**src/rtl/core/pin_retry_lockout_table_defines.svh**
```systemverilog
// assertion macros for the pin retry lockout table
`ifndef PIN_RETRY_LOCKOUT_TABLE_DEFINES_SVH
`define PIN_RETRY_LOCKOUT_TABLE_DEFINES_SVH

// clocked check, off while reset is asserted
`define PRLT_ASSERT(lbl, prop, msg) \
  lbl: assert property (@(posedge clk_i) disable iff (!rst_ni) prop) else $error(msg);

// clocked check that also runs through reset
`define PRLT_ASSERT_RST(lbl, prop, msg) \
  lbl: assert property (@(posedge clk_i) prop) else $error(msg);

`endif

```
**src/rtl/core/prlt_pkg.sv**
```systemverilog
// types and constants of the pin retry lockout table
package prlt_pkg;

  localparam int unsigned CodeW = 64;

  // operation codes
  localparam logic [2:0] OpCreate  = 3'd0;
  localparam logic [2:0] OpVerify  = 3'd1;
  localparam logic [2:0] OpEnable  = 3'd2;
  localparam logic [2:0] OpDisable = 3'd3;
  localparam logic [2:0] OpUnblock = 3'd4;
  localparam logic [2:0] OpChange  = 3'd5;
  localparam logic [2:0] OpGetStat = 3'd6;
  localparam logic [2:0] OpSetStat = 3'd7;

  // result codes
  localparam logic [2:0] RcOk     = 3'd0;
  localparam logic [2:0] RcParam  = 3'd1;
  localparam logic [2:0] RcStatus = 3'd2;
  localparam logic [2:0] RcLast   = 3'd3;
  localparam logic [2:0] RcDenied = 3'd4;

  // flag bits
  localparam int unsigned FlagEnabledBit  = 0;
  localparam int unsigned FlagVerifiedBit = 1;
  localparam int unsigned FlagBlockedBit  = 2;
  localparam logic [3:0]  FlagUninit      = 4'b1000;

  typedef struct packed {
    logic [2:0]       op;
    logic [3:0]       slot;
    logic [CodeW-1:0] code_a;
    logic [CodeW-1:0] code_b;
    logic [3:0]       pin_limit_in;
    logic [3:0]       puk_limit_in;
    logic [3:0]       status_in;
  } cmd_t;

  typedef struct packed {
    logic [2:0] result_code;
    logic [3:0] status_out;
  } res_t;

  // per-slot flags and counters, kept in one memory row
  typedef struct packed {
    logic [3:0] flags;
    logic [3:0] pin_tries;
    logic [3:0] pin_limit;
    logic [3:0] puk_tries;
    logic [3:0] puk_limit;
  } meta_t;

  // per-slot secrets, kept in a second memory row
  typedef struct packed {
    logic [CodeW-1:0] pin;
    logic [CodeW-1:0] puk;
  } codes_t;

  localparam meta_t MetaReset = '{flags: FlagUninit, default: '0};

endpackage

```
**src/rtl/core/pin_retry_lockout_table.sv**
```systemverilog
// pin retry lockout table top level
`include "pin_retry_lockout_table_defines.svh"

// Table of SLOT_COUNT cardholder PIN slots (slot numbers 1..SLOT_COUNT) with
// PIN/PUK retry counting and lockout. An item is taken when start is high and
// busy is low. In the accept cycle the slot's rows are read from the two
// synchronous memories (flags/counters and PIN/PUK); in the next cycle (busy
// high) the codes are compared, counters and flags are updated and the rows
// written back. The result shows on res_o with valid_o high for exactly one
// cycle right after that; the receiver cannot stall it, and a new item may be
// started in that same cycle, so the block refuses new items only while busy
// is high, as the memories give their read data registered.
// Only one item is in flight, so a write never overlaps a read of the same
// slot. After reset every slot reads as not created with the uninitialized
// flag and zero counters (per-row written bits stand in for the memory
// reset); PIN and PUK are only read after a create has written them. A slot
// number of zero or above SLOT_COUNT answers wrong parameter with the
// uninitialized flag and changes nothing.
module pin_retry_lockout_table import prlt_pkg::*; #(
  parameter int unsigned SLOT_COUNT = 8
) (
  input  logic clk_i,
  input  logic rst_ni,
  input  logic start,
  output logic busy,
  input  cmd_t cmd_i,
  output logic valid_o,
  output res_t res_o
);

  localparam int unsigned IdxW = (SLOT_COUNT > 1) ? $clog2(SLOT_COUNT) : 1;
  localparam logic [3:0]  SlotMax = 4'(SLOT_COUNT);

  // sequencer codes
  localparam logic StIdle = 1'b0;
  localparam logic StExec = 1'b1;

  logic state_q, state_d;
  logic accept;

  // registered item and memory read data
  cmd_t   cmd_q;
  meta_t  meta_mem [SLOT_COUNT];
  codes_t code_mem [SLOT_COUNT];
  meta_t  meta_rd_q;
  codes_t code_rd_q;

  // per-slot flops: created mark, and whether the meta row was ever written
  logic [SLOT_COUNT-1:0] slot_valid_q, slot_valid_d;
  logic [SLOT_COUNT-1:0] row_written_q, row_written_d;

  logic [3:0]      rd_sidx, ex_sidx;
  logic [IdxW-1:0] rd_idx, ex_idx;
  logic            slot_ok;

  meta_t  meta_cur, meta_d;
  codes_t code_d;
  logic   meta_we, code_we;
  logic [2:0] rc;
  logic [3:0] try_inc;

  res_t res_q, res_d;
  logic valid_q;

  assign accept = start && !busy;
  assign busy   = (state_q == StExec);

  // read address comes straight from the incoming item
  assign rd_sidx = cmd_i.slot - 4'd1;
  assign rd_idx  = rd_sidx[IdxW-1:0];
  assign ex_sidx = cmd_q.slot - 4'd1;
  assign ex_idx  = ex_sidx[IdxW-1:0];
  assign slot_ok = (cmd_q.slot != 4'd0) && (cmd_q.slot <= SlotMax);

  always_comb begin
    state_d = state_q;
    case (state_q)
      StIdle:  if (accept) state_d = StExec;
      StExec:  state_d = StIdle;
      default: state_d = StIdle;
    endcase
  end

  // unwritten rows read as the reset value
  assign meta_cur = row_written_q[ex_idx] ? meta_rd_q : MetaReset;

  // read-modify-write of the addressed slot
  always_comb begin
    meta_d        = meta_cur;
    code_d        = code_rd_q;
    meta_we       = 1'b0;
    code_we       = 1'b0;
    rc            = RcOk;
    slot_valid_d  = slot_valid_q;
    row_written_d = row_written_q;
    try_inc       = 4'd0;

    if (!slot_ok) begin
      rc = RcParam;
    end else if (cmd_q.op == OpCreate) begin
      meta_d = '{flags: 4'd0, pin_tries: 4'd0, pin_limit: cmd_q.pin_limit_in,
                 puk_tries: 4'd0, puk_limit: cmd_q.puk_limit_in};
      code_d = '{pin: cmd_q.code_a, puk: cmd_q.code_b};
      meta_we = 1'b1;
      code_we = 1'b1;
      slot_valid_d[ex_idx] = 1'b1;
    end else if (cmd_q.op == OpGetStat) begin
      rc = RcOk;
    end else if (cmd_q.op == OpSetStat) begin
      meta_d.flags = cmd_q.status_in;
      meta_we = 1'b1;
    end else if (!slot_valid_q[ex_idx]) begin
      rc = RcParam;
    end else if (cmd_q.op == OpUnblock) begin
      if (meta_cur.puk_tries >= meta_cur.puk_limit) begin
        rc = RcStatus;
      end else if (code_rd_q.puk == cmd_q.code_b) begin
        meta_d.puk_tries = 4'd0;
        meta_d.pin_tries = 4'd0;
        meta_d.flags[FlagBlockedBit] = 1'b0;
        code_d.pin = cmd_q.code_a;
        meta_we = 1'b1;
        code_we = 1'b1;
      end else begin
        try_inc = meta_cur.puk_tries + 4'd1;
        meta_d.puk_tries = try_inc;
        meta_we = 1'b1;
        if (meta_cur.puk_limit != 4'd0 && try_inc == meta_cur.puk_limit - 4'd1) begin
          rc = RcLast;
        end else begin
          rc = RcDenied;
        end
      end
    end else begin
      // verify, enable, disable, change
      if (meta_cur.pin_tries >= meta_cur.pin_limit) begin
        rc = RcStatus;
      end else if (code_rd_q.pin == cmd_q.code_a) begin
        meta_d.pin_tries = 4'd0;
        meta_we = 1'b1;
        case (cmd_q.op)
          OpVerify: meta_d.flags[FlagVerifiedBit] = 1'b1;
          OpEnable: begin
            meta_d.flags[FlagEnabledBit]  = 1'b1;
            meta_d.flags[FlagVerifiedBit] = 1'b0;
          end
          OpDisable: meta_d.flags[FlagEnabledBit] = 1'b0;
          default: begin
            code_d.pin = cmd_q.code_b;
            code_we = 1'b1;
          end
        endcase
      end else begin
        // wrong pin: count, warn on the last try, block at the limit
        try_inc = meta_cur.pin_tries + 4'd1;
        meta_d.pin_tries = try_inc;
        meta_we = 1'b1;
        if (meta_cur.pin_limit != 4'd0 && try_inc == meta_cur.pin_limit - 4'd1) begin
          rc = RcLast;
        end else if (try_inc >= meta_cur.pin_limit) begin
          meta_d.flags[FlagBlockedBit] = 1'b1;
          rc = RcStatus;
        end else begin
          rc = RcDenied;
        end
      end
    end

    if (meta_we) begin
      row_written_d[ex_idx] = 1'b1;
    end

    res_d.result_code = rc;
    res_d.status_out  = slot_ok ? meta_d.flags : FlagUninit;
  end

  // control state
  always_ff @(posedge clk_i or negedge rst_ni) begin
    if (!rst_ni) begin
      state_q       <= StIdle;
      valid_q       <= 1'b0;
      slot_valid_q  <= '0;
      row_written_q <= '0;
    end else begin
      state_q <= state_d;
      valid_q <= busy;
      if (busy) begin
        slot_valid_q  <= slot_valid_d;
        row_written_q <= row_written_d;
      end
    end
  end

  // item and result payload
  always_ff @(posedge clk_i) begin
    if (accept) begin
      cmd_q <= cmd_i;
    end
    if (busy) begin
      res_q <= res_d;
    end
  end

  // flags and counters memory
  always_ff @(posedge clk_i) begin
    if (busy && meta_we) begin
      meta_mem[ex_idx] <= meta_d;
    end
    if (accept) begin
      meta_rd_q <= meta_mem[rd_idx];
    end
  end

  // pin and puk memory
  always_ff @(posedge clk_i) begin
    if (busy && code_we) begin
      code_mem[ex_idx] <= code_d;
    end
    if (accept) begin
      code_rd_q <= code_mem[rd_idx];
    end
  end

  assign valid_o = valid_q;
  assign res_o   = res_q;

  `PRLT_ASSERT(a_accept_goes_busy, accept |=> busy, "accepted item did not start work")
  `PRLT_ASSERT(a_busy_gives_result, busy |=> valid_o && !busy, "work cycle gave no result")
  `PRLT_ASSERT(a_result_not_busy, valid_o |-> !busy, "result shown while still working")
  `PRLT_ASSERT(a_rc_range, valid_o |-> res_o.result_code <= RcDenied, "result code out of range")
  `PRLT_ASSERT_RST(a_reset_quiet, !rst_ni |=> !busy && !valid_o, "activity right after reset")

endmodule

```
**config.mk**
```make
export PLATFORM = sky130hd
export DESIGN_NAME = pin_retry_lockout_table
export DESIGN_NICKNAME = d
export VERILOG_FILES = /design/src/rtl/core/prlt_pkg.sv /design/src/rtl/core/pin_retry_lockout_table.sv
export VERILOG_INCLUDE_DIRS = /design/src /design/src/rtl/core
export SDC_FILE = /design/constraint.sdc
export NUM_CORES = 2
export LEC_CHECK = 0
export BUFFER_PORTS_ARGS = -buffer_cell sky130_fd_sc_hd__buf_2
export CORE_MARGIN = 3
export CORE_UTILIZATION = 24
export DETAILED_ROUTE_END_ITERATION = 16
export MAX_ROUTING_LAYER = met4
export PLACE_DENSITY = 0.39
export SLEW_MARGIN = 20
export SYNTH_ARGS = -nofsm -noshare
export SYNTH_HDL_FRONTEND = slang
export SYNTH_SLANG_ARGS = --single-unit
```
**constraint.sdc**
```tcl
create_clock -name clk_i -period 46.7 [get_ports clk_i]
set_input_delay 0 -clock clk_i [delete_from_list [all_inputs] [get_ports clk_i]]
set_output_delay 0 -clock clk_i [all_outputs]
set_load 0.02 [all_outputs]
```
==> run summary <==
Final nets: 3550
Max FO, Critical Path: 42
FF-to-FF path depth: 18
post_cts resized: 0
post-synthesis async set-or-reset flop share: 1.20%
Initial Utilization: 24.2%
Num CTS Buffers: 173
FF-to-FF End: code_mem[0][15]
GRT Total Usage: 14.4%
first-pass GRT wire length: 249000 um
Final min period: 8100 ps
Worst-Margin Slew: 1100 ps
pin count of the biggest net entering global routing: 126
Post-Route Setup TNS: 0 ps
I/O Buffers: 158
Max Cap Violations: 0
Cell Rows: 181
finished layout cell area: 72200 um^2
CP dominant cell by count: buf_4
RSZ-0062 raised after global routing: no
R2R Setup Slk: 38600 ps
f_max: 0.123 GHz
final period utilization: 17.4%
number of global-route vias before repair: 31.2k
DR DRC count: 0
Worst Hold Class: input pin to flop
Mapped Cells: 2868
CP max stage delay: 770 ps
DP HPWL: 106000 um
Worst setup SP type: flop
Seq/Total Area, Yosys: 76.1%
RR Startpoint: cmd_q[140]
synth warn: 0
dpl ws: 38430 ps
Clock Skew: 36.5 ps
die height: 503 um
layout cells sized above 1: 28.3%
ys flop type: edfxtp_1
TritonCTS clock tree: done
die span in x: 503 um
Placeable Area: 244000 um^2
synthesized cell area: 59200 um^2
crit end category: flop
crit path launch: cmd_q[140]
run status: finished clean
number of flops mapped to enable cells by yosys: 1486
Root Buffer: clkbuf_16
drt total wl: 178000 um
Longest Clk Path Bufs: 3
wire per inst: 26.5 um
setup violators final: 0
Clock Sinks: 1504
syn avg cell area: 20.6 um^2
Final Total Pwr: 0.00318 W
Area Growth Syn to Fin: 21.9%
total grt overflow: 0
clk slew on worst S/H paths: 60 ps
worst rel slew slack: 26.3%
Initial DRC Count: 2342
commonest non-fill, non-tap cell in the layout: edfxtp_1
Fillers: 23.9k
Leak: 23.0 nW
Routed Antenna Nets: 0
GPL Wtd Cong: 0.724
placed cell areas: 63900 um^2
Pre-antenna DRT Iters: 5
CP Cell Sequence: inv_1 -> ha_1 -> mux4_2 -> mux2_4 -> nand2_1 -> inv_1 -> ha_1 -> or4b_1 -> a21oi_1 -> a32o_2 -> nand3_2 -> or4_4 -> o21ai_4 -> buf_4 -> buf_4 -> and4_4 -> buf_4 -> buf_4
Cell Pwr Density: 44.1 nW/um^2
Post-Syn Nets: 3036
mean number of vias per cell: 4.39
Yosys cell types: 61
Critical-path top delay cell: or4_4
worst setup margin: 38600 ps
Critical Path RT: 47100 ps
Fin. Hold Viols: 0
max-slew violations: 0
IO Pins: 159
commonest cells after routing, fill and taps aside: 1486 x edfxtp_1, 298 x mux4_2, 268 x dlygate4sd3_1, 239 x nand2_1, 178 x clkbuf_16
Worst IR Drop VDD: 37.1 uV
via count: 29.6k
Critical Path Sink: code_mem[0][15]
CP Data Arrival Time: 8500 ps
H-tree levels: 4
worst skew pair latency: 800 ps
synthesis-stage register bit count: 1504
initial antenna violation count: 21
crit path kind: flop to flop
postcts setup bufs: 0
Die ar.: 253000 um^2
Yosys cell counts, types with 2 or more instances:
library cell,count,area (um^2)
a211o_1,2,17.5
a211oi_1,6,45.0
a21o_1,15,113
a21oi_1,15,75.1
a22oi_1,4,30.0
a31o_2,10,87.6
a31oi_1,3,18.8
a32oi_1,2,17.5
and2_1,11,68.8
and3_1,8,50.1
and4_1,8,70.1
buf_1,43,161
buf_2,10,50.1
buf_8,7,105
clkbuf_1,73,274
dfrtp_1,18,450
edfxtp_1,1486,44600
ha_1,18,225
inv_1,9,33.8
mux2_2,149,1680
mux2i_1,5,50.1
mux4_2,298,6710
nand2_1,240,901
nand2b_1,7,43.8
nand3_1,9,45.0
nand4_1,23,144
nor2_1,31,116
nor2b_1,4,25.0
nor3_1,8,40.0
nor4_1,23,144
nor4b_1,2,17.5
o21ai_0,18,90.1
o221a_2,63,709
o221ai_1,4,35.0
o32ai_1,2,17.5
or2_0,54,338
or2_1,7,43.8
or2_2,8,50.1
or3_1,2,12.5
xnor2_1,73,639
xor2_1,70,613
power breakdown:
part	switching, W	internal [W]	total, W
clock network	0.000559	0.000775	0.00133
registers	0.0000227	0.00154	0.00157
logic	0.000169	0.000114	0.000282
flip-flops by register name, indices dropped and copies added (netlist names), 7 cells and up:
register and count:
cmd_q 147, code_mem 1024, code_rd_q 128, meta_mem 160
meta_rd_q 20, res_o 7, row_written_q 8, slot_valid_q 8
critical path, delay by kind of cell (launching register included):
kind / cells / cell delay [ps]
buffers and inverters: 6 / 2800
and+or+nand+nor: 5 / 2240
muxes: 2 / 780
adders and majority gates: 2 / 730
AOI/OAI and AO/OA: 3 / 540
DFF: 1 / 510
how the worst min path moves through the flow:
stage	cells after the start	end	slack, ps	startpoint
finish	2	cmd_q[110]	50	cmd_i[110]
global route	2	cmd_q[110]	9	cmd_i[110]
CTS	2	cmd_q[110]	2	cmd_i[110]
detailed placement	1	valid_o	-20	rst_ni
global placement	1	valid_o	-20	rst_ni
floorplan	0	busy	-300	rst_ni
per-layer routing:
layer / track usage [%] / wire [um] / up-vias
met4: 3.69 / 4210 / 0
met1: 19.8 / 82600 / 15860
met3: 2.75 / 9090 / 220
met5: - / 0 / -
met2: 22.0 / 82400 / 701
li1: - / - / 12777
stage by stage:
stage                     hold slack [ps]  instances  utilization, %
final                                46.7       6731            29.5
after detailed placement            -15.4       6141            26.2
after global placement              -17.6       6141            26.2
after floorplan                      -296       2868               -
after CTS                            1.56       6730            29.5
after global routing                 9.41       6731            29.5
area by class of cell:
cell class / instances / area [um^2] / area share, %
inverter: 9 / 33.8 / 0.0468
sequential: 1504 / 45100 / 62.5
timing repair buffer: 473 / 3900 / 5.40
multi-input combinational: 1221 / 13600 / 18.8
clock buffer: 221 / 4640 / 6.42
antenna: 1 / 2.50 / 0.00347
tap: 3202 / 4010 / 5.55
clock inverter: 100 / 911 / 1.26
kinds of logic (layout without fill, tap and decap cells):
family	Yosys count	count (layout)	synth area share [%]
simple gates	453	453	3.69
compound gates	152	152	2.25
fa+ha+maj	18	18	0.380
flops	1504	1504	76.1
mux	453	453	14.3
other cells	0	1	0
buf+inv	143	803	1.07
xor+xnor	145	145	2.20
what timing repair did:
item / CTS / global route
setup endpoints to repair: 0 / 0
hold buffers: 268 / 0
hold endpoints to repair: 178 / 0
Note: power is estimated with default switching activity, not from simulation.
